`src/rtl/core/hete_pkg.sv`:
```
`timescale 1ns / 1ps
// ----------------------------------------------------------------------------
// hete_pkg
// Shared widths, types and the arctangent table for the heading error block.
// ----------------------------------------------------------------------------
package hete_pkg;

    // unscaled vector width and scaled datapath widths
    localparam int VW          = 18;
    localparam int SCALE       = 24;
    localparam int XW          = 44;
    localparam int ZW          = 26;
    localparam int EW          = 27;
    localparam int MAX_STAGES  = 24;
    localparam int ATAN_STAGES_DEF = 16;
    localparam int THR_RESET   = 15;

    // atan(2^-i) in degrees, Q.16
    localparam logic signed [ZW-1:0] ATAN_TAB [MAX_STAGES] = '{
        26'sd2949120, 26'sd1740967, 26'sd919879, 26'sd466945,
        26'sd234379,  26'sd117304,  26'sd58666,  26'sd29335,
        26'sd14668,   26'sd7334,    26'sd3667,   26'sd1833,
        26'sd917,     26'sd458,     26'sd229,    26'sd115,
        26'sd57,      26'sd29,      26'sd14,     26'sd7,
        26'sd4,       26'sd2,       26'sd1,      26'sd0
    };

    // one vectoring lane
    typedef struct packed {
        logic signed [XW-1:0] x;
        logic signed [XW-1:0] y;
        logic signed [ZW-1:0] z;
    } t_vec;

    // side information that travels with each item
    typedef struct packed {
        logic ok;
        logic flip;
    } t_side;

endpackage

```
`src/rtl/core/hete_front.sv`:
```
`timescale 1ns / 1ps
// ----------------------------------------------------------------------------
// hete_front
// Offset, dot product, heading flip and quadrant pre-rotation (3 stages).
// ----------------------------------------------------------------------------
module hete_front (
    input  logic                 i_clk,
    input  logic                 i_rst_n,
    input  logic                 i_en,
    input  logic                 i_valid,
    input  logic                 i_tracking_valid,
    input  logic        [15:0]   i_robot_x,
    input  logic        [15:0]   i_robot_y,
    input  logic signed [15:0]   i_heading_x,
    input  logic signed [15:0]   i_heading_y,
    input  logic signed [15:0]   i_motion_x,
    input  logic signed [15:0]   i_motion_y,
    input  logic        [15:0]   i_goal_x,
    input  logic        [15:0]   i_goal_y,
    output logic                 o_valid,
    output hete_pkg::t_vec       o_tgt,
    output hete_pkg::t_vec       o_hdg,
    output hete_pkg::t_side      o_side
);
    import hete_pkg::*;

    // quadrant pre-rotation and scaling
    function automatic t_vec prerot(input logic signed [VW-1:0] y, input logic signed [VW-1:0] x);
        t_vec                  v;
        logic signed [VW-1:0]  xr;
        logic signed [VW-1:0]  yr;
        logic signed [ZW-1:0]  zr;
        xr = x;
        yr = y;
        zr = '0;
        if (x < 0) begin
            if (y >= 0) begin
                xr = y;
                yr = -x;
                zr = ZW'(90 * 65536);
            end else begin
                xr = -y;
                yr = x;
                zr = -(ZW'(90 * 65536));
            end
        end
        v.x = XW'(xr) <<< SCALE;
        v.y = XW'(yr) <<< SCALE;
        v.z = zr;
        return v;
    endfunction

    logic signed [16:0] n1_dx, n1_dy;
    logic signed [16:0] r1_dx, r1_dy;
    logic signed [15:0] r1_hx, r1_hy, r1_mx, r1_my;
    logic               r1_ok, r1_mnz, r1_v;
    logic signed [16:0] r2_dx, r2_dy;
    logic signed [15:0] r2_hx, r2_hy;
    logic signed [31:0] r2_p1, r2_p2;
    logic               r2_ok, r2_mnz, r2_v;
    logic signed [32:0] n3_dot;
    logic               n3_flip;
    logic signed [VW-1:0] n3_hx, n3_hy;
    t_vec               r3_tgt, r3_hdg;
    t_side              r3_side;
    logic               r3_v;

    // stage 1: target offset
    always_comb begin
        n1_dx = $signed({1'b0, i_goal_x}) - $signed({1'b0, i_robot_x});
        n1_dy = $signed({1'b0, i_goal_y}) - $signed({1'b0, i_robot_y});
    end

    always_ff @(posedge i_clk) begin
        if (i_en) begin
            r1_dx  <= n1_dx;
            r1_dy  <= n1_dy;
            r1_hx  <= i_heading_x;
            r1_hy  <= i_heading_y;
            r1_mx  <= i_motion_x;
            r1_my  <= i_motion_y;
            r1_ok  <= i_tracking_valid && (n1_dx != 0 || n1_dy != 0);
            r1_mnz <= (i_motion_x != 0) || (i_motion_y != 0);
        end
    end

    // stage 2: dot product terms
    always_ff @(posedge i_clk) begin
        if (i_en) begin
            r2_p1  <= r1_hx * r1_mx;
            r2_p2  <= r1_hy * r1_my;
            r2_dx  <= r1_dx;
            r2_dy  <= r1_dy;
            r2_hx  <= r1_hx;
            r2_hy  <= r1_hy;
            r2_ok  <= r1_ok;
            r2_mnz <= r1_mnz;
        end
    end

    // stage 3: flip test and pre-rotation of both lanes
    always_comb begin
        n3_dot  = 33'(r2_p1) + 33'(r2_p2);
        n3_flip = r2_ok && r2_mnz && (n3_dot < -(33'sd1 <<< 27));
        n3_hx   = n3_flip ? -VW'(r2_hx) : VW'(r2_hx);
        n3_hy   = n3_flip ? -VW'(r2_hy) : VW'(r2_hy);
    end

    always_ff @(posedge i_clk) begin
        if (i_en) begin
            r3_tgt       <= prerot(VW'(r2_dy), VW'(r2_dx));
            r3_hdg       <= prerot(n3_hy, n3_hx);
            r3_side.ok   <= r2_ok;
            r3_side.flip <= n3_flip;
        end
    end

    // valid bits
    always_ff @(posedge i_clk) begin
        if (!i_rst_n) begin
            r1_v <= 1'b0;
            r2_v <= 1'b0;
            r3_v <= 1'b0;
        end else if (i_en) begin
            r1_v <= i_valid;
            r2_v <= r1_v;
            r3_v <= r2_v;
        end
    end

    assign o_valid = r3_v;
    assign o_tgt   = r3_tgt;
    assign o_hdg   = r3_hdg;
    assign o_side  = r3_side;
endmodule

```
`config.mk`:
```
export PLATFORM = sky130hd
export DESIGN_NAME = hete_front
export DESIGN_NICKNAME = d
export VERILOG_FILES = /design/src/rtl/core/hete_pkg.sv /design/src/rtl/core/hete_front.sv
export SDC_FILE = /design/constraint.sdc
export NUM_CORES = 2
export LEC_CHECK = 0
export BUFFER_PORTS_ARGS = -buffer_cell sky130_fd_sc_hd__buf_2
export CAP_MARGIN = 10
export CORE_MARGIN = 1.5
export CORE_UTILIZATION = 65
export CTS_CLUSTER_DIAMETER = 100
export DETAILED_ROUTE_END_ITERATION = 6
export PLACE_DENSITY_LB_ADDON = 0.05
export RECOVER_POWER = 25
export SYNTH_ARGS = -nofsm -noshare
export SYNTH_HDL_FRONTEND = slang
export SYNTH_SLANG_ARGS = --single-unit
export TNS_END_PERCENT = 20
```
`constraint.sdc`:
```
create_clock -name i_clk -period 9.6 [get_ports i_clk]
set_clock_uncertainty 0.1 [all_clocks]
set_input_delay 1.92 -clock i_clk [delete_from_list [all_inputs] [get_ports i_clk]]
set_output_delay 1.92 -clock i_clk [all_outputs]
set_load 0.05 [all_outputs]
```
Word level (Yosys, flattened, before mapping)

Index checks and enable logic that the tools add are counted.

Multiplexer cells: 12
Reduce and logical (&&, ||, !) cells: 9
Bitwise gates (word level): 0
$add $sub $neg: 9
$mul: 2
Shift-type cells: 0
$lt $le $gt $ge: 5
Divide/modulo/power cells: 0
Equal/unequal tests: 0

Operators with widths:

| kind                   | number |
|---|---|
| $mux W18               | 10 |
| $reduce_bool A32 Y1    | 4 |
| $mul A16 B16 Y32       | 2 |
| $mux W26               | 2 |
| $neg A16 Y18           | 2 |
| $neg A17 Y18           | 2 |
| $neg A18 Y18           | 2 |
| $sub A16 B16 Y17       | 2 |
| $add A32 B32 Y33       | 1 |
| $lt A33 B28 Y1 const B | 1 |
| $ge A18 B1 Y1 const B  | 1 |
| $lt A18 B1 Y1 const B  | 1 |
| $ge A17 B1 Y1 const B  | 1 |
| $lt A17 B1 Y1 const B  | 1 |
| $logic_and A1 B1 Y1    | 3 |
| $logic_or A1 B1 Y1     | 2 |

Memories kept: 0
Latch bits: 0
Memory bits (read-only): 0
Output and inout bits: 231
Input bits: 133
Memory bits (writable): 0
Register bits: 361
Word-level logic and storage cells: 64

Logic depth before layout (Yosys ltp)

Depth in word-level cells: 7
Depth in mapped cells: 26
Mapped depth without buffers: 25

Worst setup path after synthesis

No wires, ideal clock.

Kind: register to register
From: reg r1_hx[10]
To: reg r2_p1[28], data pin
Arrival time: 6.114 ns
Clock period less this slack: 6.483 ns
Data required time: 9.230 ns
Cell stages (with the launch flop): 23
Library setup time: 0.270 ns
Setup slack: 3.117 ns
Buffers on the path: 1
Cell sequence: edfxtp_1 clkbuf_1 nand2_1 fa_1 fa_1 fa_1 fa_1 inv_1 fa_1 fa_1 ha_1 a21o_1 a21oi_1 a21boi_0 o21ai_0 a21o_1 a311oi_1 o31ai_1 a221o_1 a211oi_1 nor2_1 a21oi_1 a221oi_1

Longest elaborated chain between the ends: 1

RTL lines:

| item                   | line             | source |
|---|---|---|
| start, declared        | hete_front.sv:55 | `logic signed [15:0] r1_hx, r1_hy, r1_mx, r1_my;` |
| start signal, assigned | hete_front.sv:78 | `r1_hx <= i_heading_x;` |
| $mul A16 B16 Y32       | hete_front.sv:90 | `r2_p1 <= r1_hx * r1_mx;` |
| end signal, assigned   | hete_front.sv:90 |  |
| end, declared          | hete_front.sv:59 | `logic signed [31:0] r2_p1, r2_p2;` |

Every way passes these cells.
A chain may end at the register's enable or synchronous reset.

Worst setup path after layout

Same ends and word-level chain as after synthesis.

==> reports/results.ini <==
[worst_setup_path]
path_class=flip-flop to flip-flop
critical_path.startpoint_type=flip-flop
startpoint=r1_hx[10]
timing.rr.start=r1_hx[10]
crit_arrival_ps=7510
cp_max_fo=17
cp.required_ps=9860
worst_setup_path_end_kind=flip-flop

[timing]
tns_ps=0
finalHoldViolCount=0
fmax_mhz=138
rsz0062_at_grt=false
max-slew-margin-rel_pct=-277
worst_pin_slew_ps=5660
period_minus_slack_ps=7260
setup_viol=0
drv_slew=173
setup_ws_ps=2340
finalCritPeriodShare_pct=75.6

[yosys]
ys_dominant_reg_cell=edfxtp_1
yosys.area.top_type=fa_1
synthTopCellsByArea=fa_1, edfxtp_1, ha_1
ys_seq_elements=315
synth_commonest_cells=inv_1, fa_1, nand2_1, edfxtp_1, and2_1
synthCells=3549
yosysSeqAreaShare_pct=26.1
synth_xor_xnor_area_share_pct=4.17
synth_simple_gate_area_share_pct=14.0
synth_enable_flop_cells=312
synth_top_family_by_area=adder cells
synth-compound-area-share_pct=6.89
synth_fa_ha_area_share_pct=37.2
netlist_area_um2=36100
synth_cell_types=93
synth.most_common_cell=inv_1
syn_avg_cell_area_um2=10.2
synth-async-reset-ratio_pct=0
synth.area.mux_share_pct=0.683
yosysTopAreaCellShare_pct=29.2
yosysWarnings=0

[route]
wire_per_inst_um=18.0
firstDrtPassIters=5
antenna_left=0
drt_iter0_drc=1630
vias=24700
drt-total-wl_um=80600
drc=0
avgViaCountPerCell=5.51

[global_route]
grtUsageTotal_pct=29.4
grt_pass1_vias=25500
antenna_found_initial=1
grt_pass1_wl_um=131000
overflow=0
grt_max_degree=150

[clock_network]
post-cts-setup-buffers=0
tritoncts=done
ctsResizeCount=0
cts_buffers=38
insertion_delay_ps=570
holdBufCountCts=0
cts-root-buf=clkbuf_16
clock-sinks=315
cts_buffer_depth=3
htreeDepth=2
clkTransAtPathRegs_ps=60

[finish]
final_cells=4485
nets=4599
drive_gt1_share_pct=8.30
diodes=0
area_growth_pct=6.46

[place]
dp_hpwl_um=64000
routabilityCongestion=0.904
place_ws_ps=2500
placedCellCount=4417
io_buffers=233

[floorplan]
row_count=86
ios=364
coreArea_um2=55000
start_util_pct=65.6
die_w_um=239
die_y_um=239
die_area_um2=57000

[min_path]
hp-class=flip-flop to flip-flop
holdCritStartpoint=r1_dy[14]

[outcome]
violations=capacitance limit, slew limit
outcome=finished with violations

[run]
max-cap-violations=2

[logic make-up (layout without fill, tap and decap cells)]
| family | count (synthesis) | after routing |
|---|---|---|
| AND/OR/NAND/NOR | 999 | 999 |
| multiplexers | 23 | 23 |
| adder cells (fa/ha/maj) | 757 | 757 |
| flip-flops | 315 | 315 |
| AO/OA/AOI/OAI | 379 | 379 |
| XOR/XNOR | 172 | 172 |
| other | 1 | 132 |
| buffers and inverters | 903 | 960 |
[path summary, 6_finish.rpt]
check | endpoint | slack [ps] | cells after the start
hold / removal | r2_dy[14] | 310 | 0
setup / recovery | r2_p1[28] | 2340 | 20
hold reg to reg | r2_dy[14] | 310 | 0
setup reg to reg | r2_p1[28] | 2340 | 20
[metrics by stage]
| stage | area [um^2] | utilization, % | hold WS, ps |
|---|---|---|---|
| after floorplan | 36600 | - | 300 |
| after global placement | 37300 | 67.8 | 302 |
| after detailed placement | 37300 | 67.8 | 305 |
| after CTS | 38500 | 70.0 | 315 |
| after global routing | 38400 | 69.9 | 318 |
| final | 38400 | 69.9 | 315 |
[metal layers]
layer | GRT usage (%) | part of all wire [%] | vias up
li1 | - | - | 11400
met1 | 40.1 | 42 | 12400
met2 | 48.9 | 49 | 814
met3 | 4.36 | 6.4 | 124
met4 | 8.88 | 2.6 | 2
met5 | 0 | 0.016 | -
[sequential cells by signal, summed over array words and instances (netlist names), 16 cells and up]
register / cells
r1_hy: 16
r1_mx: 16
r2_p1: 32
r1_my: 16
o_hdg: 39
r2_dx: 17
r2_hy: 16
r2_p2: 32
r1_hx: 16
r1_dy: 17
o_tgt: 39
r2_dy: 17
r2_hx: 16
r1_dx: 17
[cell usage in the layout (no fill, tap or decap), types with 119 or more instances in the layout]
cell,instances
and2_1,260
ha_1,231
nand2_1,319
fa_1,526
nor2_1,165
buf_2,209
a21oi_1,119
conb_1,132
inv_1,651
edfxtp_1,312
[layout make-up]
| class | count | area, um^2 |
|---|---|---|
| sequential | 315 | 9430 |
| timing repair buffer | 239 | 1190 |
| fill | 4214 | 16600 |
| multi-input combinational | 2462 | 23200 |
| inverter | 653 | 2450 |
| tap | 748 | 936 |
| clock buffer | 44 | 995 |
| clock inverter | 24 | 220 |
[worst max-delay path, stage by stage (launching register included)]
cell and delay, ps:
edfxtp_1 830, nand2_1 180, fa_1 540, fa_1 580, fa_1 470, fa_1 550
inv_1 50, fa_1 500, fa_1 420, ha_1 360, a21o_1 130, a21oi_1 120
a21boi_0 170, o21ai_0 90, a21o_1 190, a311oi_1 430, o31ai_1 200, a221o_1 400
a211oi_1 350, a21oi_1 120, a221oi_1 250
Power is not shown: default switching activity piles up to over one toggle a cycle in this logic, so the estimate is an artifact.
