`src/rtl/core/hete_pkg.sv`:
```
`timescale 1ns / 1ps
// ----------------------------------------------------------------------------
// hete_pkg
// Shared widths, types and the arctangent table for the heading error block.
// ----------------------------------------------------------------------------
package hete_pkg;

    // unscaled vector width and scaled datapath widths
    localparam int VW          = 18;
    localparam int SCALE       = 24;
    localparam int XW          = 44;
    localparam int ZW          = 26;
    localparam int EW          = 27;
    localparam int MAX_STAGES  = 24;
    localparam int ATAN_STAGES_DEF = 16;
    localparam int THR_RESET   = 15;

    // atan(2^-i) in degrees, Q.16
    localparam logic signed [ZW-1:0] ATAN_TAB [MAX_STAGES] = '{
        26'sd2949120, 26'sd1740967, 26'sd919879, 26'sd466945,
        26'sd234379,  26'sd117304,  26'sd58666,  26'sd29335,
        26'sd14668,   26'sd7334,    26'sd3667,   26'sd1833,
        26'sd917,     26'sd458,     26'sd229,    26'sd115,
        26'sd57,      26'sd29,      26'sd14,     26'sd7,
        26'sd4,       26'sd2,       26'sd1,      26'sd0
    };

    // one vectoring lane
    typedef struct packed {
        logic signed [XW-1:0] x;
        logic signed [XW-1:0] y;
        logic signed [ZW-1:0] z;
    } t_vec;

    // side information that travels with each item
    typedef struct packed {
        logic ok;
        logic flip;
    } t_side;

endpackage

```
`src/rtl/core/hete_back.sv`:
```
`timescale 1ns / 1ps
// ----------------------------------------------------------------------------
// hete_back
// Angle difference, wrap, rounding to Q8.7 and facing test (2 stages).
// ----------------------------------------------------------------------------
module hete_back (
    input  logic                 i_clk,
    input  logic                 i_rst_n,
    input  logic                 i_en,
    input  logic                 i_valid,
    input  logic signed [hete_pkg::ZW-1:0] i_z_tgt,
    input  logic signed [hete_pkg::ZW-1:0] i_z_hdg,
    input  hete_pkg::t_side      i_side,
    input  logic        [7:0]    i_thr,
    output logic                 o_valid,
    output logic                 o_error_valid,
    output logic signed [15:0]   o_angle_error,
    output logic                 o_heading_flipped,
    output logic                 o_is_facing
);
    import hete_pkg::*;

    localparam logic signed [EW-1:0] HALF = EW'(180 * 65536);
    localparam logic signed [EW-1:0] FULL = EW'(360 * 65536);

    logic signed [EW-1:0] n_err, r_err;
    t_side                r_side;
    logic                 r_v1;
    logic signed [EW-1:0] n_rnd;
    logic signed [15:0]   n_q;
    logic        [15:0]   n_mag;
    logic                 r_v2, r_ev, r_flip, r_face;
    logic signed [15:0]   r_q;

    // difference wrapped once by a full turn
    always_comb begin
        n_err = EW'(i_z_tgt) - EW'(i_z_hdg);
        if (n_err > HALF) begin
            n_err = n_err - FULL;
        end else if (n_err < -HALF) begin
            n_err = n_err + FULL;
        end
    end

    always_ff @(posedge i_clk) begin
        if (i_en) begin
            r_err  <= n_err;
            r_side <= i_side;
        end
    end

    // round to Q8.7 and compare magnitude
    always_comb begin
        n_rnd = (r_err + EW'(256)) >>> 9;
        n_q   = n_rnd[15:0];
        n_mag = n_q[15] ? 16'(-n_q) : 16'(n_q);
    end

    always_ff @(posedge i_clk) begin
        if (i_en) begin
            r_ev   <= r_side.ok;
            r_q    <= r_side.ok ? n_q : 16'sd0;
            r_flip <= r_side.ok && r_side.flip;
            r_face <= r_side.ok && ({1'b0, n_mag} <= {2'b0, i_thr, 7'b0});
        end
    end

    // valid bits
    always_ff @(posedge i_clk) begin
        if (!i_rst_n) begin
            r_v1 <= 1'b0;
            r_v2 <= 1'b0;
        end else if (i_en) begin
            r_v1 <= i_valid;
            r_v2 <= r_v1;
        end
    end

    assign o_valid           = r_v2;
    assign o_error_valid     = r_ev;
    assign o_angle_error     = r_q;
    assign o_heading_flipped = r_flip;
    assign o_is_facing       = r_face;
endmodule

```
`config.mk`:
```
export PLATFORM = sky130hd
export DESIGN_NAME = hete_back
export DESIGN_NICKNAME = d
export VERILOG_FILES = /design/src/rtl/core/hete_pkg.sv /design/src/rtl/core/hete_back.sv
export SDC_FILE = /design/constraint.sdc
export NUM_CORES = 1
export LEC_CHECK = 0
export ABC_AREA = 1
export BUFFER_PORTS_ARGS = -buffer_cell sky130_fd_sc_hd__clkbuf_2
export CAP_MARGIN = 10
export CORE_MARGIN = 4
export CORE_UTILIZATION = 53
export DETAILED_ROUTE_END_ITERATION = 7
export PLACE_DENSITY = 0.85
export SLEW_MARGIN = 20
export SYNTH_ARGS = -nofsm -noshare
export SYNTH_HDL_FRONTEND = slang
export SYNTH_SLANG_ARGS = --single-unit
```
`constraint.sdc`:
```
create_clock -name i_clk -period 3.3 [get_ports i_clk]
set_input_delay 0.33 -clock i_clk [delete_from_list [all_inputs] [get_ports i_clk]]
set_output_delay 0.33 -clock i_clk [all_outputs]
set_load 0.01 [all_outputs]
```
Word level (Yosys, flattened, before mapping)
Cells that the tools add are included.

operators by class
  muxes and demuxes = 3
  reduce and logical (&&, ||, !) cells = 2
  add/subtract/negate cells = 5
  shift-type cells = 0
  eq/ne operators = 0
  divide/modulo/power cells = 0
  $lt $le $gt $ge = 3
  multiply operators = 0
  bitwise gates (word level) = 0

operator list
  kind                                                           count
  two-way mux 25 bit                                             2
  > comparator 27 x 25 -> 1 bit (second input constant)          1
  less-than comparator 27 x 25 -> 1 bit (second input constant)  1
  subtractor 26 x 26 -> 27 bit                                   1
  adder 25 x 10 -> 25 bit (second input constant)                1
  adder 25 bit (second input constant)                           1
  subtractor 25 bit (second input constant)                      1
  less-or-equal comparator 16 x 15 -> 1 bit                      1
  two-way mux 16 bit                                             1
  negation 16 bit                                                1
  logical AND 1 bit                                              2

storage, ports and cells
  output and inout port bits = 20
  memory bits (read-only) = 0
  memories = 0
  register bits after elaboration = 48
  memory bits (writable) = 0
  bits of input ports = 66
  bits in latches = 0
  logic and storage cells = 22

Logic depth before layout (Yosys ltp)
Gate-level depths: netlist (run 1).

  word-level depth = 5
  depth in mapped cells = 23

Least setup slack after synthesis (run 1)
OpenSTA, ideal clock, no wires.

  kind = reg2reg
  start point = register r_err[8]
  end point = register r_face, in the netlist o_is_facing, data pin
  cell stages (with the launch flop) = 20
  arrival = 2.914 ns
  required time = 3.168 ns
  path slack = 0.254 ns
  clock period less this slack = 3.046 ns
  cells stage by stage = edfxtp_1 -> ha_1 -> nand3_1 -> nor2_2 -> nand3_1 -> xor2_1 -> nand3_1 -> nor2_1 -> nand3_1 -> nor2_1 -> a21oi_1 -> xnor2_1 -> ha_1 -> nand2_1 -> nor4_1 -> nand2_1 -> a21oi_1 -> nand2_1 -> o21ai_0 -> and3_1

on the way
  longest elaborated chain between the ends = 5

RTL lines
  what                                         RTL line         text
  start: declaration                           hete_back.sv:26  logic signed [EW-1:0] n_err, r_err;
  start signal: assignment                     hete_back.sv:47  r_err <= n_err;
  adder 25 x 10 -> 25 bit *                    hete_back.sv:54  n_rnd = (r_err + EW'(256)) >>> 9;
  negation 16 bit                              hete_back.sv:56  n_mag = n_q[15] ? 16'(-n_q) : 16'(n_q);
  two-way mux 16 bit *                         hete_back.sv:56
  less-or-equal comparator 16 x 15 -> 1 bit *  hete_back.sv:64  r_face <= r_side.ok && ({1'b0, n_mag} <= {2'b0, i_thr, 7'b0});
  logical AND 1 bit *                          hete_back.sv:64
  end signal: assignment                       hete_back.sv:64
  end: declaration                             hete_back.sv:32  logic r_v2, r_ev, r_flip, r_face;

Every way passes the cells marked *; elsewhere a longest branch is shown, timed or not.
A chain may end at the register's enable or synchronous reset.

Worst setup path in the final report (run 1)
  start point = register r_err[9]
  end point = register r_face, in the netlist o_is_facing, data pin

Same word-level chain as after synthesis.

==> results.ini, run 1 <==
[synthesis]
synth_fa_ha_area_share_pct = 10.3
synthTopCellsByArea = edfxtp_1 23%, nand2_1 22%, inv_1 13%
synth_top_family_by_area = simple AND/OR/NAND/NOR gates
netlist_instances = 819
synth-seq-cells = 40
avgSynthCellArea_um2 = 6.16
synth_edf_count = 38
ys_types = 35
synth_mux_area_share_pct = 0
synth_compound_area_share_pct = 3.90
yosysWarnings = 0
syn-cell-area_mm2 = 0.00504
ys_seq_area_share_pct = 23.4
synth_flop_cell = edfxtp_1
synth_fp_nets = 926
yosys.area_share.xor_xnor_pct = 5.36
async_reset_ff_share_pct = 0
post-synth-top-area-fraction_pct = 22.6
yosysTopAreaCell = edfxtp_1
yosys.area_share.simple_pct = 42.8

[clock_network]
numCtsBuffers = 5
hold_buffers = 0
clock_sinks = 40
cts_tree = built
cts_max_path_buffers = 2
clk_pin_slew_ns = 0.08
cts_root_buf = clkbuf_8
clock_latency_ns = 0.30
htree_levels = 2

[global_route]
gr-total-overflow = 0
grt_use_total_pct = 21.2
grt_first_pass_wirelength_mm = 20.1
grt_antenna_before_repair = 0
grt_max_degree = 42
grt_pass1_vias = 4912

[detailed_routing]
finalWirelength_mm = 12.3
dr.pass1.iters = 5
vias_per_cell = 4.94
drt_iter0_markers = 297
drc = 0
vias = 5235
antenna_left = 0
wl_per_cell_um = 11.6

[layout]
final_util_pct = 66.1
layout-drive-gt1-share_pct = 21.3
n_antenna_cell = 0
area_growth_pct = 21.2
fin_area_mm2 = 0.00611
nets = 1036

[outcome]
status = complete, but fails checks
violations = setup timing

[worst_setup_path]
start_kind = register
r2r_slack_ns = -0.13
critical_path_arrival_ns = 3.60
critical_path_class = register to register
crit_fanout = 4
cp.required_ns = 3.47
worst_setup_path_end_kind = register

[timing]
tightest_slew_ns = 0.941
setup_ws_ns = -0.133
finalHoldViolCount = 0
fin_crit_sh_pct = 104
slew_headroom_pct = 37.3
finClkSkew_ns = 0.0118
rsz0062_at_grt = yes
period_needed_ns = 3.43
slew_violations = 0
timing.fmax_mhz = 291
setup_viol = 1

[die]
rows = 35
die_w_um = 106
core-area_mm2 = 0.00924
die-area_mm2 = 0.0111
initial_utilization_pct = 54.6
io_pins = 86
die-height_um = 106

[place]
portBuffers = 85
dp_hpwl_mm = 9.75
place.gp.congestion = 0.987
dpl_cell_area_mm2 = 0.00568

[job]
cap_violations = 0

[pwr]
max-vdd-ir-drop_uv = 213
power_density_mw_per_mm2 = 380
leakage_nw = 3.48

[hold_path]
hp-class = primary input to register

==> power breakdown <==
group	total [W]	switching [W]	internal (W)
Sequential	0.000704	0.0000495	0.000654
Clock	0.000316	0.000169	0.000147
Combinational	0.00130	0.000800	0.000504
==> cells in the mapped netlist, types with 2 or more instances <==
master    instances
inv_1           180
nand3_4           3
nor2_1           67
nand3_2           2
nand2_1         292
inv_2             9
nor3_2            2
nor2_4            4
xnor2_1           6
and2_1            3
nor4_1            3
dfxtp_1           2
nand3b_1          8
o21ai_0          11
a21oi_1          20
nand3_1          40
ha_1             40
nand2_4           4
edfxtp_1         38
nor2_2           10
nand4_1          27
nand2_2          13
xor2_1           23
==> critical path, stage by stage, from the launching register on <==
cell and delay [ns]:
edfxtp_1 0.43, nand3_2 0.12, inv_2 0.10, nand3_2 0.11, nor3_4 0.22, nand2_1 0.12, xor2_1 0.27, nand2_1 0.17
nor2_4 0.13, nand2_2 0.10, nand2_2 0.07, xor2_1 0.19, inv_1 0.10, ha_4 0.28, nand2_2 0.07, nor4_4 0.28
nand2_1 0.10, a21oi_2 0.10, nand2_1 0.06, o21ai_1 0.12, and3_1 0.15
==> layout make-up <==
cell class | instances | area (µm²)
well taps | 129 | 161
clock buffers | 5 | 68.8
flip-flops and latches | 40 | 1180
repair buffers | 104 | 568
clock inverters | 3 | 18.8
fillers | 831 | 3130
inverters | 189 | 713
multi-input cells | 589 | 3400
==> flip-flops by register name (all words and copies together), names as in the netlist <==
signal and count:
o_angle_error 16, r_err 17, o_heading_flipped 1, r_v1 1, o_error_valid 1, r_side 2
o_is_facing 1, o_valid 1
==> per-stage QoR <==
step / worst slack [ns] / total power (W) / TNS, ns / cells / hold slack (ns)
floorplan: 0.254 / 0.00153 / 0 / 819 / 0.429
finish: -0.133 / 0.00232 / -0.133 / 1059 / 0.200
global route: -0.330 / 0.00252 / -0.330 / 1059 / 0.189
detailed placement: -0.0604 / 0.00181 / -0.0604 / 1040 / 0.484
CTS: 0.00840 / 0.00217 / 0 / 1051 / 0.204
global placement: 0.0677 / 0.00178 / 0 / 1040 / 0.481
==> worst paths after layout <==
| check | endpoint | cells past startpoint | from |
|---|---|---|---|
| max | o_is_facing | 20 | r_err[9] |
| min | r_side[1] | 1 | i_side[1] |
| max reg2reg | o_is_facing | 20 | r_err[9] |
| min reg2reg | o_valid | 2 | r_v1 |
==> cells in the final DEF, fill, tap and decap left out, types with 2 or more instances in the layout <==
cell,netlist,final
nand2_4,4,4
nor3_4,0,2
clkbuf_8,0,5
ha_1,40,36
xor2_1,23,21
ha_4,0,4
nand4_1,27,27
o21ai_1,1,2
nor2_4,4,8
inv_1,180,176
a21oi_1,20,19
buf_4,0,19
and2_1,3,3
nor2_1,67,59
nor2_2,10,14
nand3b_1,8,8
nand3_4,3,6
clkbuf_2,0,85
inv_2,9,12
nand2_1,292,284
nor4_4,0,2
nand3_1,40,33
xor2_2,1,2
edfxtp_1,38,38
dfxtp_1,2,2
o21ai_0,11,9
clkinv_2,0,2
nand2_2,13,21
nand3_2,2,6
xnor2_1,6,6
==> kinds of logic (layout without fill, tap and decap cells) <==
group                    after synthesis  count (layout)
XOR/XNOR                              30              30
buffers and inverters                190             301
AO/OA/AOI/OAI                         37              37
AND/OR/NAND/NOR                      481             481
adder cells (fa/ha/maj)               41              41
flip-flops                            40              40
==> what timing repair did <==
| action | CTS | global route |
|---|---|---|
| pin swaps | 14 | 29 |
| gates resized for setup | 15 | 38 |
| endpoints found under the setup margin | 1 | 1 |
| buffers inserted | 3 | 8 |
==> per-layer routing <==
layer	vias up	GRT usage (%)	wire length [µm]	share of wire, %
met4	0	7.12	340	2.8
met2	168	39.8	6280	51
met3	28	1.71	611	5.0
li1	2731	-	-	-
met1	2308	25.2	5080	41
met5	-	0	0	0
(Power assumes the default switching activity.)
==> inputs of run 2 (changes only) <==
- CORE_UTILIZATION: 53 -> 40
- PLACE_DENSITY: 0.85 -> 0.68
==> run 2 against run 1 <==
Effect of this change:
- the flow still finishes with violations (setup timing)
- worst hold slack better by 0.020 ns
- first-iteration DRC count grew 0.67%
- clock-buffer cell count unchanged
- maximum frequency is 0.98% higher
- combinational power shrank 6%
- critical path type unchanged
- critical endpoint unchanged
- highest routed layer unchanged
==> results.ini, run 2 (synthesized netlist as in run 1, its figures left out) <==
[detailed_routing]
drc = 0  ; unchanged
wl_per_cell_um = 10.6  ; -8.5%
vias = 4985  ; -4.8%
dr.pass1.iters = 4  ; -1
antenna_left = 0  ; unchanged
vias_per_cell = 4.54  ; -8.2%
drt_iter0_markers = 299  ; +0.67%
finalWirelength_mm = 11.7  ; -5.0%

[die]
die-height_um = 120  ; +14%
die-area_mm2 = 0.0145  ; +30%
io_pins = 86  ; unchanged
core-area_mm2 = 0.0122  ; +32%
rows = 40  ; +14%
initial_utilization_pct = 41.5  ; -13 points
die_w_um = 120  ; +14%

[layout]
n_antenna_cell = 0  ; unchanged
area_growth_pct = 21.5
multi_input_area_mm2 = 0.00327  ; -3.7%
nets = 1037  ; +0.097%
largest_reg_flops = 17  ; unchanged
layout-drive-gt1-share_pct = 19.7  ; -1.6 points
largest_register = r_err
nFillCells = 1281  ; +54%
regArea_mm2 = 0.00118  ; unchanged
layout.cells.non_filler = 1099  ; +3.8%
final_common_cell = nand2_1
final_cell_mix = 288 x nand2_1, 180 x inv_1, 85 x clkbuf_2, 61 x nor2_1

[worst_setup_path]
critical_path_arrival_ns = 3.44  ; -0.16 ns
start_kind = register
cp.required_ns = 3.34  ; -0.13 ns
crit_fanout = 3  ; -1
critical_path_class = register to register
worst_setup_path_end_kind = register

[place]
place_ws_ns = -0.0950  ; -0.0347 ns
place_inst = 1081  ; +3.9%
place.gp.congestion = 0.909  ; -8.0%
portBuffers = 85  ; unchanged
dp_hpwl_mm = 9.67  ; -0.82%

[global_route]
grt_first_pass_wirelength_mm = 19.8  ; -1.3%
grt_max_degree = 42  ; unchanged
gr-total-overflow = 0  ; unchanged
grt_use_total_pct = 16.3  ; -4.9 points
grt_pass1_vias = 4622  ; -5.9%
grt_antenna_before_repair = 0  ; unchanged

[pwr]
intPower_w = 0.00149  ; +14%
leakage_nw = 3.50  ; +0.83%
power_density_mw_per_mm2 = 403  ; +6.0%
p_sw_share_pct = 39.8  ; -4.0 points
power_frac_clock_pct = 22.3  ; +8.7 points
switching_power_w = 0.000982  ; -3.6%
pwr-share-comb_pct = 49.5  ; -6.6 points
max-vdd-ir-drop_uv = 232  ; +9.1%
p_seq_share_pct = 28.2  ; -2.1 points

[timing]
timing.fmax_mhz = 294  ; +0.98%
setup_ws_ns = -0.100  ; +0.0333 ns
finClkSkew_ns = 0.00257  ; -0.00926 ns
timing.hold.ws_ns = 0.220  ; +0.0200 ns
setup_viol = 1  ; unchanged
fin_crit_sh_pct = 103  ; -1.0 points
setup-tns-final_ns = -0.100  ; +0.0333 ns
tightest_slew_ns = 0.959  ; +0.0182 ns
finalHoldViolCount = 0  ; unchanged
rsz0062_at_grt = yes
slew_violations = 0  ; unchanged
period_needed_ns = 3.40  ; -0.0333 ns
slew_headroom_pct = 36.1  ; -1.2 points

[outcome]
violations = setup timing
status = complete, but fails checks

[clock_network]
cts_max_path_buffers = 2  ; unchanged
clk_pin_slew_ns = 0.06  ; -0.02 ns
cts_tree = built
htree_levels = 2  ; unchanged
clock_sinks = 40  ; unchanged
cts_root_buf = clkbuf_16
numCtsBuffers = 5  ; unchanged
clock_latency_ns = 0.28  ; -0.02 ns

[hold_path]
hp-class = primary input to register

[job]
cap_violations = 0  ; unchanged

[run 2: cell count changes in the layout (fill, tap and decap cells not counted), sizes merged]
cell	delta
clkinvlp	-1
inv	+1
clkinv	-1
bufinv	+1
buf	+1
[run 2: final timing paths]
path	from	to	slack, ns	cells past startpoint
worst max register to register	r_err[9]	o_is_facing	-0.1	20
worst min-delay path	i_side[1]	r_side[1]	0.22	1
worst max-delay path	r_err[9]	o_is_facing	-0.1	20
worst min register to register	r_v1	o_valid	0.50	2
[run 2: area by class of cell]
cell class,instances,share of cell area (%)
clock inverter,3,0.776
clock buffer,5,2.04
tap,168,3.43
timing repair buffer,105,9.46
sequential,40,19.3
multi-input combinational,589,53.4
inverter,189,11.6
[run 2: power groups by stage]
stage | clock [W] | combinational (W) | sequential, W
after global placement | 0 | 0.00110 | 0.000706
final | 0.000550 | 0.00122 | 0.000696
after detailed placement | 0 | 0.00111 | 0.000707
after floorplan | 0 | 0.000814 | 0.000713
after CTS | 0.000562 | 0.00116 | 0.000697
after global routing | 0.000583 | 0.00140 | 0.000704
[run 2: per-layer routing]
metal / up-vias / GRT usage [%] / wire, µm
li1: 2734 / - / -
met1: 2113 / 20.4 / 5380
met2: 112 / 28.8 / 5530
met3: 26 / 1.92 / 455
met4: 0 / 5.74 / 330
met5: - / 0 / 0
[run 2: critical path, cell delays in order (launching register included)]
cell      delay, ns
edfxtp_1       0.39
ha_2           0.38
inv_1          0.07
ha_2           0.19
nand2_1        0.08
nor2_2         0.05
nand3_1        0.10
nor2_2         0.05
buf_4          0.12
buf_4          0.12
nor2_1         0.15
xor2_1         0.17
inv_1          0.06
ha_1           0.26
nand2_1        0.11
o21a_1         0.19
o21ai_0        0.14
a21oi_1        0.09
o21ai_1        0.18
o21ai_1        0.09
and3_1         0.16
[run 2: timing repair]
action	in CTS	in global routing
hold buffers	0	0
buffers inserted	8	2
endpoints found under the setup margin	1	1
pin swaps	11	17
resized for setup	11	20
[run 2: through the flow]
step	cell area (µm²)	power (W)	utilization (%)
after global routing	6120	0.00269	50.4
after detailed placement	5750	0.00182	47.3
after global placement	5750	0.00181	47.3
after floorplan	5040	0.00153	-
final	6120	0.00247	50.4
after CTS	6030	0.00242	49.6
