### src/rtl/core/hete_pkg.sv
`timescale 1ns / 1ps
// ----------------------------------------------------------------------------
// hete_pkg
// Shared widths, types and the arctangent table for the heading error block.
// ----------------------------------------------------------------------------
package hete_pkg;

    // unscaled vector width and scaled datapath widths
    localparam int VW          = 18;
    localparam int SCALE       = 24;
    localparam int XW          = 44;
    localparam int ZW          = 26;
    localparam int EW          = 27;
    localparam int MAX_STAGES  = 24;
    localparam int ATAN_STAGES_DEF = 16;
    localparam int THR_RESET   = 15;

    // atan(2^-i) in degrees, Q.16
    localparam logic signed [ZW-1:0] ATAN_TAB [MAX_STAGES] = '{
        26'sd2949120, 26'sd1740967, 26'sd919879, 26'sd466945,
        26'sd234379,  26'sd117304,  26'sd58666,  26'sd29335,
        26'sd14668,   26'sd7334,    26'sd3667,   26'sd1833,
        26'sd917,     26'sd458,     26'sd229,    26'sd115,
        26'sd57,      26'sd29,      26'sd14,     26'sd7,
        26'sd4,       26'sd2,       26'sd1,      26'sd0
    };

    // one vectoring lane
    typedef struct packed {
        logic signed [XW-1:0] x;
        logic signed [XW-1:0] y;
        logic signed [ZW-1:0] z;
    } t_vec;

    // side information that travels with each item
    typedef struct packed {
        logic ok;
        logic flip;
    } t_side;

endpackage

### src/rtl/core/hete_cordic_stage.sv
`timescale 1ns / 1ps
// ----------------------------------------------------------------------------
// hete_cordic_stage
// One registered vectoring rotation of a single lane.
// ----------------------------------------------------------------------------
module hete_cordic_stage #(
    parameter int IDX = 0
) (
    input  logic            i_clk,
    input  logic            i_en,
    input  hete_pkg::t_vec  i_vec,
    output hete_pkg::t_vec  o_vec
);
    import hete_pkg::*;

    logic signed [XW-1:0] n_xs, n_ys;
    t_vec                 n_vec, r_vec;

    // rotate towards the x axis
    always_comb begin
        n_xs  = i_vec.x >>> IDX;
        n_ys  = i_vec.y >>> IDX;
        n_vec = i_vec;
        if (i_vec.y > 0) begin
            n_vec.x = i_vec.x + n_ys;
            n_vec.y = i_vec.y - n_xs;
            n_vec.z = i_vec.z + ATAN_TAB[IDX];
        end else if (i_vec.y < 0) begin
            n_vec.x = i_vec.x - n_ys;
            n_vec.y = i_vec.y + n_xs;
            n_vec.z = i_vec.z - ATAN_TAB[IDX];
        end
    end

    always_ff @(posedge i_clk) begin
        if (i_en) begin
            r_vec <= n_vec;
        end
    end

    assign o_vec = r_vec;
endmodule

### config.mk
export PLATFORM = sky130hd
export DESIGN_NAME = hete_cordic_stage
export DESIGN_NICKNAME = d
export VERILOG_FILES = /design/src/rtl/core/hete_pkg.sv /design/src/rtl/core/hete_cordic_stage.sv
export SDC_FILE = /design/constraint.sdc
export NUM_CORES = 1
export LEC_CHECK = 0
export CAP_MARGIN = 20
export CORE_ASPECT_RATIO = 1.2
export CORE_MARGIN = 5
export CORE_UTILIZATION = 40
export CTS_BUF_LIST = sky130_fd_sc_hd__clkbuf_4 sky130_fd_sc_hd__clkbuf_8
export DETAILED_ROUTE_END_ITERATION = 7
export DONT_BUFFER_PORTS = 1
export SYNTH_ARGS = -nofsm -noshare
export SYNTH_HDL_FRONTEND = slang
export SYNTH_SLANG_ARGS = --single-unit
export TNS_END_PERCENT = 50
### constraint.sdc
create_clock -name i_clk -period 4.5 [get_ports i_clk]
set_input_delay 0.225 -clock i_clk [delete_from_list [all_inputs] [get_ports i_clk]]
set_output_delay 0.225 -clock i_clk [all_outputs]
set_load 0.01 [all_outputs]
Word-level counts from Yosys, hierarchy flattened --
Cells that the tools add are included.
Cells by class: add/sub/neg operators 5, $lt $le $gt $ge 2, muxes and demuxes 2
Operators with widths (number):
- $mux W114 | 2
- $sub A44 B44 Y44 | 2
- $add A44 B44 Y44 | 1
- $gt A44 B1 Y1 const B | 1
- $lt A44 B1 Y1 const B | 1
- $add A26 B23 Y26 const B | 1
- $sub A26 B23 Y26 const B | 1
Word-level totals: register bits after elaboration 114

Depth between registers and ports, before layout --
Gate-level depths: netlist of run 1.
word-level depth 3, mapped depth 14

Worst setup path before layout of run 1 --
No wires, ideal clock.
path kind input port to flip-flop, start point input port i_vec[26] in the netlist's numbering, end point register r_vec (netlist bit o_vec[68]) (data pin), library setup time 0.259 ns, data arrival time 2.814 ns, required time 4.241 ns, slack 1.427 ns, cell stages on the path 13, buffers on the path 0, path through inv_1 -> ha_1 -> fa_1 -> nand4b_1 -> o211ai_1 -> a211oi_1 -> o31ai_1 -> a21o_1 -> a311o_1 -> o2111ai_1 -> nand4b_1 -> or3b_1 -> a211o_1
RTL lines:
- start: declaration | RTL line hete_cordic_stage.sv:11 | input hete_pkg::t_vec i_vec,
- end signal: assignment | RTL line hete_cordic_stage.sv:37 | r_vec <= n_vec;
- end: declaration | RTL line hete_cordic_stage.sv:17 | t_vec n_vec, r_vec;

==> impl_metrics.json, run 1 <==
{
  "diodes": 0,
  "first_pass_iters": 6,
  "clk_pin_slew_worst_paths_ns": 0.11,
  "power_density_nw_per_um2": 294,
  "clock-sinks": 114,
  "dp_hpwl_um": 36200,
  "grt_pass1_vias": 12322,
  "area_growth_pct": 8.30,
  "core_area_um2": 31200,
  "grt_setup_unrepaired": "false",
  "wl_met2_um": 22800,
  "finalSetupViolations": 0,
  "top_layer_used": "met5",
  "final_common_cell": "a21oi_1",
  "cts.path.max_buffers": 2,
  "synth-compound-area-share_pct": 33.3,
  "ys_ff_latch": 114,
  "gp_congestion": 0.976,
  "wl_met3_um": 5010,
  "hold_class": "primary input to register",
  "crit_path_top_delay_cell": "nor4_1",
  "final_area_um2": 13600,
  "drive_gt1_share_pct": 5.89,
  "mostFrequentLayoutCells": "a21oi_1 (223), ha_1 (146), inv_1 (135), nor2_1 (114), edfxtp_1 (114)",
  "cpLargestDelayFamily": "simple AND/OR/NAND/NOR gates",
  "final_antenna_net_count": 0,
  "holdPathStages": 2,
  "clock.fmax_mhz": 293,
  "drc": 0,
  "synth_adder_area_share_pct": 15.1,
  "synth_warnings": 0,
  "cts_htree_levels": 4,
  "hold_ws_ns": 0.0189,
  "io_pins": 230,
  "die_x_um": 172,
  "grt_pass1_wl_um": 74100,
  "synth-edff-count": 114,
  "io_buffers": 0,
  "grt_overflow": 0,
  "outcome": "complete, no violations",
  "tns_ns": 0,
  "largest_reg_flops": 114,
  "worst_slack_ns": 1.08,
  "wl_per_cell_um": 25.4,
  "ys_seq_area_share_pct": 27.3,
  "critPathBufInv": 1,
  "finalCritPeriodShare_pct": 75.9,
  "drtIter0Drc": 1721,
  "grt_use_total_pct": 27.5,
  "postSynthAreaPerCell_um2": 8.09,
  "layout.nets": 1797,
  "preCtsSetupSlack_ns": 0.698,
  "totalWireLength_um": 49300,
  "crit_fanout": 4,
  "cts-root-buf": "clkbuf_8",
  "finalPower_uw": 3990,
  "cts_setup_buffers": 0,
  "muxShareOfSynthArea_pct": 0.0799,
  "finalMaxSlewViolations": 0,
  "hold_viol": 0,
  "rows": 71,
  "cap_violations": 0,
  "syn_nets": 1814,
  "fp.dieArea_um2": 35000,
  "synthSimpleGateAreaFrac_pct": 14.1,
  "worstHoldStart": "i_vec[105]",
  "cts_tree": "yes",
  "async_flop_share_pct": 0,
  "die_h_um": 204,
  "start_util_pct": 40.2,
  "synth_top_family_by_area": "compound AO/OA/AOI/OAI gates",
  "crit_path_start_kind": "primary input",
  "finalCriticalPeriod_ns": 3.42,
  "path_class": "primary input to register",
  "worstMarginPinSlew_ns": 1.11,
  "cp-end-kind": "register",
  "peakVddDrop_v": 0.000178,
  "cp_data_required_time_ns": 4.71,
  "fillCellCount": 3094,
  "path_cells": "inv_1 -> ha_1 -> fa_1 -> nand4b_1 -> a41oi_1 -> nand2_1 -> and3_1 -> nor2_1 -> a21oi_1 -> nor4_1 -> nor3_1 -> xnor2_1 -> a221oi_2",
  "grt_antenna_before_repair": 1,
  "cp.arrival_ns": 3.63,
  "vias": 12725,
  "synth_cells": 1549,
  "relSlewSlack_pct": 26.0,
  "ys.flop_type": "edfxtp_1",
  "postPlaceCellArea_um2": 12800,
  "synthXorXnorAreaFrac_pct": 2.80,
  "wl_met1_um": 19400,
  "cpPeakStageDelay_ns": 0.56,
  "power.leakage_uw": 0.00542,
  "viasPerCell": 6.54,
  "worstHoldEndpoint": "o_vec[105]",
  "netlist_area_um2": 12500,
  "netlist-cell-type-count": 86,
  "grt_max_degree": 115,
  "cts_buffers": 17
}
==> synthesized netlist by cell type (all sizes together) (7+ instances only) <==
cell | count | share of area [%]
a21oi | 224 | 9.0
ha | 146 | 15
inv | 145 | 4.3
nor2 | 115 | 3.4
edfxtp | 114 | 27
o21ai | 106 | 4.3
nand2 | 90 | 2.7
clkbuf | 60 | 1.8
o21bai | 36 | 2.2
a221oi | 35 | 2.5
xnor2 | 35 | 2.4
nor3 | 31 | 1.3
buf | 29 | 1.2
o22ai | 28 | 1.4
nand3 | 27 | 1.1
nor4 | 24 | 1.2
a21o | 22 | 1.3
nand4 | 21 | 1.0
o31ai | 20 | 1.2
o21a | 19 | 1.1
a211oi | 18 | 1.1
a22oi | 15 | 0.90
nand2b | 14 | 0.70
o221ai | 14 | 0.98
nor2b | 13 | 0.65
a31oi | 12 | 0.60
a221o | 8 | 0.64
o211ai | 8 | 0.48
o22a | 8 | 0.56
or3 | 8 | 0.44
o221a | 7 | 0.63
==> final cells by class <==
type | count | area (µm²) | share of cell area [%]
clock buffers | 17 | 234 | 1.72
repair buffers | 53 | 500 | 3.69
inverters | 148 | 556 | 4.09
well taps | 401 | 502 | 3.70
multi-input cells | 1198 | 8200 | 60.4
clock inverters | 15 | 158 | 1.16
flip-flops and latches | 114 | 3420 | 25.2
==> timing repair <==
action,in CTS,in global routing
hold endpoints to repair,157,0
resized for setup,0,0
hold buffers,34,0
==> metrics by stage <==
| stage | cells | util [%] |
|---|---|---|
| 2_1_floorplan | 1549 | - |
| 3_3_place_gp | 1880 | 41.1 |
| 3_5_place_dp | 1880 | 41.1 |
| 4_1_cts | 1946 | 43.5 |
| 5_1_grt | 1946 | 43.5 |
| 6_report | 1946 | 43.5 |
==> metal layers <==
| layer | track usage, % | up-vias |
|---|---|---|
| met5 | 0 | - |
| met4 | 10.9 | 2 |
| met3 | 7.08 | 141 |
| met2 | 44.9 | 744 |
| met1 | 34.6 | 6084 |
| li1 | - | 5754 |
==> power by group <==
| group | switching (µW) | leakage [µW] | internal, µW |
|---|---|---|---|
| registers | 137 | 0.00112 | 1360 |
| clock network | 613 | 0.000196 | 463 |
| logic | 910 | 0.00411 | 509 |
==> kinds of logic after synthesis <==
group	count (synthesis)
flops	114
compound gates	640
simple gates	368
fa+ha+maj	149
xor+xnor	40
buf+inv	237
mux	1
==> worst max-delay path by stage <==
stage | from | end | cells after the start
after floorplan | i_vec[26] | o_vec[68] | 13
after global placement | i_vec[41] | o_vec[111] | 13
after detailed placement | i_vec[41] | o_vec[111] | 13
after CTS | i_vec[41] | o_vec[111] | 13
after global routing | i_vec[41] | o_vec[111] | 13
final | i_vec[70] | o_vec[110] | 13
(Power assumes the default switching activity.)
==> inputs of run 2 (changes only) <==
==> constraint.sdc (replaced) <==
create_clock -name i_clk -period 3.4 [get_ports i_clk]
set_input_delay 0.17 -clock i_clk [delete_from_list [all_inputs] [get_ports i_clk]]
set_output_delay 0.17 -clock i_clk [all_outputs]
set_load 0.01 [all_outputs]
==> impl_metrics.json, run 2 (synthesis results as in run 1) <==
{
  "outcome": "complete, no violations",
  "busiest_layer": "met2",
  "gp_congestion": 0.943,
  "io_pins": 230,
  "final_antenna_net_count": 0,
  "fillCellCount": 3095,
  "clock.fmax_mhz": 297,
  "fp.dieArea_um2": 35000,
  "drive_gt1_share_pct": 12.0,
  "cts_tree": "yes",
  "worstMarginPinSlew_ns": 0.768,
  "first_pass_iters": 6,
  "totalWireLength_um": 51000,
  "largest_reg_flops": 114,
  "finalSetupViolations": 0,
  "final_common_cell": "a21oi_1",
  "comb_power_share_pct": 38.5,
  "finalCritPeriodShare_pct": 99.1,
  "path_class": "primary input to register",
  "area_growth_pct": 17.1,
  "die_x_um": 172,
  "path_cells": "inv_1 -> ha_1 -> nor2_1 -> a211o_1 -> a21oi_2 -> nor4_1 -> buf_4 -> or3b_1 -> a211oi_2 -> o21ai_2 -> a41oi_2 -> xnor2_1 -> a221oi_2 -> dlygate4sd3_1",
  "finalPower_uw": 5460,
  "hold_ws_ns": 0.0243,
  "cap_violations": 0,
  "switching_share_pct": 40.2,
  "crit_path_top_delay_cell": "dlygate4sd3_1",
  "pwr-share-clk_pct": 25.1,
  "power_frac_seq_pct": 36.4,
  "viasPerCell": 6.26,
  "power.switching_uw": 2190,
  "cp-end-kind": "register",
  "io_buffers": 0,
  "rows": 71,
  "grt_use_total_pct": 28.5,
  "vias": 12993,
  "core_area_um2": 31200,
  "cpLargestDelayFamily": "compound AO/OA/AOI/OAI gates",
  "cts-root-buf": "clkbuf_8",
  "finalCriticalPeriod_ns": 3.37,
  "clk_pin_slew_worst_paths_ns": 0.09,
  "critPathBufInv": 3,
  "cts_setup_buffers": 0,
  "die_h_um": 204,
  "utilization_pct": 47.1,
  "grt_pass1_vias": 13041,
  "hold_viol": 0,
  "grt_max_degree": 115,
  "cpPeakStageDelay_ns": 0.59,
  "grt_pass1_wl_um": 77300,
  "dp_cells": 1983,
  "met1_usage_pct": 35.9,
  "power.leakage_uw": 0.00606,
  "peakVddDrop_v": 0.000223,
  "start_util_pct": 40.2,
  "relSlewSlack_pct": 48.3,
  "clock-sinks": 114,
  "cts.path.max_buffers": 2,
  "crit_fanout": 13,
  "hold_class": "primary input to register",
  "diodes": 0,
  "cts_buffers": 17,
  "power_density_nw_per_um2": 372,
  "met2_usage_pct": 47.3,
  "crit_path_start_kind": "primary input",
  "p_int_uw": 3260,
  "dp_hpwl_um": 38200,
  "grt_setup_unrepaired": "true",
  "grt_overflow": 0,
  "post_layout_nonfiller_instances": 2076,
  "cp_data_required_time_ns": 3.62,
  "tns_ns": 0,
  "drc": 0,
  "finalMaxSlewViolations": 0,
  "grt_antenna_before_repair": 1,
  "cts_htree_levels": 4,
  "wl_per_cell_um": 24.6,
  "drtIter0Drc": 1359,
  "groute.layer.met3.usage_pct": 6.50,
  "layout.nets": 1927,
  "cp.arrival_ns": 3.59,
  "mostFrequentLayoutCells": "a21oi_1 (223), ha_1 (144), inv_1 (135), buf_4 (121)"
}
run 2: changes by cell type in the layout (fill, tap and decap cells not counted), sizes merged:
cell         previous run  this run
dlygate4sd3            33        58
clkinv                  3         4
clkinvlp                2         1
buf                    20       125
run 2: layout make-up:
class,instances,area (µm²),area share [%]
sequential,114,3420,23.3
inverter,148,556,3.79
multi-input combinational,1198,8220,56.0
clock buffer,17,234,1.59
clock inverter,15,156,1.07
tap,401,502,3.42
timing repair buffer,183,1580,10.8
run 2: power groups by stage:
stage                     logic (µW)  clock network, µW  registers (µW)
final                           2100               1370            1980
after global routing            2280               1470            2010
after CTS                       2050               1420            1990
after detailed placement        1930                  0            2020
after global placement          1930                  0            2020
after floorplan                 1310                  0            1970
run 2: metrics by stage:
stage	cell area, µm²	setup WS, ns
2_1_floorplan	12500	0.382
3_3_place_gp	13600	-0.250
3_5_place_dp	13600	-0.179
4_1_cts	14600	0.0474
5_1_grt	14700	-0.0652
6_report	14700	0.0319
run 2: layer usage:
metal  routed length, µm  share of wire [%]
met1               20300                 40
met2               24200                 48
met3                4580                9.0
met4                1890                3.7
met5                  14              0.027
run 2: final timing paths:
path	start	end	slack (ns)	cells past startpoint
setup / recovery	i_vec[30]	o_vec[110]	0.03	14
hold / removal	i_vec[79]	o_vec[79]	0.02	2
run 2: repair_timing:
| action | 4_1_cts | 5_1_grt |
|---|---|---|
| endpoints found under the setup margin | 0 | 4 |
| gates resized for setup | 0 | 5 |
| endpoints found under the hold margin | 177 | 0 |
| hold buffers | 60 | 0 |
==> inputs of run 3 (changes only) <==
--- a/config.mk
+++ b/config.mk
@@ -7,11 +7,11 @@
 export LEC_CHECK = 0
 export CAP_MARGIN = 20
 export CORE_ASPECT_RATIO = 1.2
-export CORE_MARGIN = 5
 export CORE_UTILIZATION = 40
 export CTS_BUF_LIST = sky130_fd_sc_hd__clkbuf_4 sky130_fd_sc_hd__clkbuf_8
 export DETAILED_ROUTE_END_ITERATION = 7
 export DONT_BUFFER_PORTS = 1
+export SETUP_SLACK_MARGIN = 0.2
 export SYNTH_ARGS = -nofsm -noshare
 export SYNTH_HDL_FRONTEND = slang
 export SYNTH_SLANG_ARGS = --single-unit
==> impl_metrics.json, run 3 (synthesis results as in run 1) <==
{
  "drive_gt1_share_pct": 12.0,
  "grt_setup_unrepaired": "true",
  "finalCritPeriodShare_pct": 90.3,
  "io_buffers": 0,
  "fp.dieArea_um2": 32000,
  "comb_power_share_pct": 38.4,
  "cap_violations": 0,
  "grt_use_total_pct": 30.8,
  "clk_pin_slew_worst_paths_ns": 0.09,
  "layout.nets": 1924,
  "diodes": 0,
  "cts-root-buf": "clkbuf_8",
  "path_cells": "inv_1 -> ha_1 -> fa_1 -> nand4b_1 -> a41oi_1 -> nand2_1 -> and3_1 -> nor3_2 -> o21ai_1 -> a2111oi_0 -> o22a_1 -> o22ai_1 -> o31ai_1",
  "cp.arrival_ns": 3.37,
  "gp_congestion": 0.997,
  "clock-sinks": 114,
  "worstHoldStart": "i_vec[69]",
  "dp_cells": 1981,
  "post_layout_nonfiller_instances": 2068,
  "power.leakage_uw": 0.00605,
  "rows": 70,
  "pwr-share-clk_pct": 25.2,
  "switching_share_pct": 40.2,
  "cts_tree": "yes",
  "power_frac_seq_pct": 36.4,
  "worstMarginPinSlew_ns": 0.783,
  "cts_buffers": 17,
  "final_common_cell": "a21oi_1",
  "peakVddDrop_v": 0.000270,
  "finalSetupViolations": 0,
  "first_pass_iters": 6,
  "crit_path_top_delay_cell": "a2111oi_0",
  "fillCellCount": 3029,
  "vias": 12988,
  "cts.path.max_buffers": 2,
  "cts_htree_levels": 4,
  "grt_overflow": 0,
  "cts_setup_buffers": 0,
  "drc": 0,
  "viasPerCell": 6.28,
  "totalWireLength_um": 49300,
  "area_growth_pct": 16.8,
  "start_util_pct": 40.9,
  "finalMaxSlewViolations": 0,
  "die_h_um": 196,
  "power.switching_uw": 2190,
  "outcome": "complete, no violations",
  "power_density_nw_per_um2": 372,
  "die_x_um": 164,
  "crit_fanout": 4,
  "grt_max_degree": 115,
  "cp-end-kind": "register",
  "relSlewSlack_pct": 47.8,
  "clock.fmax_mhz": 326,
  "worstHoldEndpoint": "o_vec[35]",
  "drtIter0Drc": 1328,
  "dp_hpwl_um": 36600,
  "p_int_uw": 3260,
  "grt_pass1_wl_um": 75700,
  "utilization_pct": 47.7,
  "final_antenna_net_count": 0,
  "path_class": "primary input to register",
  "cp_data_required_time_ns": 3.70,
  "mostFrequentLayoutCells": "a21oi_1 (223), ha_1 (146), inv_1 (135), buf_4 (122)",
  "largest_reg_flops": 114,
  "grt_antenna_before_repair": 1,
  "wl_per_cell_um": 23.9,
  "core_area_um2": 30700,
  "hold_viol": 0,
  "grt_pass1_vias": 12961,
  "crit_path_start_kind": "primary input",
  "hold_class": "primary input to register",
  "holdPathStages": 2,
  "finalCriticalPeriod_ns": 3.07,
  "cpPeakStageDelay_ns": 0.59,
  "io_pins": 230
}
## run 3: worst max path at each step
stage	from	endpoint
2_1_floorplan	i_vec[26]	o_vec[68]
3_3_place_gp	i_vec[70]	o_vec[112]
3_5_place_dp	i_vec[26]	o_vec[68]
4_1_cts	i_vec[75]	o_vec[61]
5_1_grt	i_vec[26]	o_vec[68]
6_report	i_vec[70]	o_vec[112]
## run 3: layout make-up
class / instances / area [µm²] / area share, %
clock buffers: 17 / 234 / 1.60
clock inverters: 15 / 159 / 1.09
inverters: 148 / 556 / 3.80
multi-input cells: 1198 / 8210 / 56.1
flip-flops and latches: 114 / 3420 / 23.4
well taps: 396 / 495 / 3.39
repair buffers: 180 / 1550 / 10.6
## run 3: routing by layer
| metal | vias to the layer above | GRT usage (%) | wire [µm] | part of all wire, % |
|---|---|---|---|---|
| met5 | - | 0 | 0 | 0 |
| met4 | 0 | 16.0 | 2560 | 5.2 |
| met3 | 147 | 6.87 | 4620 | 9.4 |
| met2 | 733 | 49.2 | 22400 | 45 |
| met1 | 6098 | 38.5 | 19700 | 40 |
| li1 | 6010 | - | - | - |
## run 3: power groups by stage
stage	logic [µW]	registers [µW]	clock network, µW
floorplan	1310	1970	0
global placement	1920	2020	0
detailed placement	1930	2020	0
CTS	2040	1990	1400
global route	2280	2000	1450
finish	2090	1980	1370
## run 3: stage by stage
stage               hold WS, ns  worst slack, ns  total power, µW  setup TNS [ns]  area [µm²]
global route             0.0103            0.187             5730               0       14600
finish                   0.0204            0.331             5450               0       14600
global placement          0.269         -0.00572             3940        -0.00572       13600
CTS                     0.00321            0.322             5430               0       14600
detailed placement        0.269          -0.0327             3950         -0.0650       13700
floorplan                 0.269            0.382             3280               0       12500
## run 3: worst max-delay path, delay by kind of cell
family,cells,cell delay (ns)
AO/OA/AOI/OAI,6,1.72
adder cells (fa/ha/maj),2,0.61
buffers and inverters,1,0.02
AND/OR/NAND/NOR,4,0.85
## run 3: timing repair
item                                    in CTS  in global routing
gates resized for setup                      0                  2
hold endpoints to repair                   176                  0
endpoints found under the setup margin       0                  7
hold buffers                                55                  0
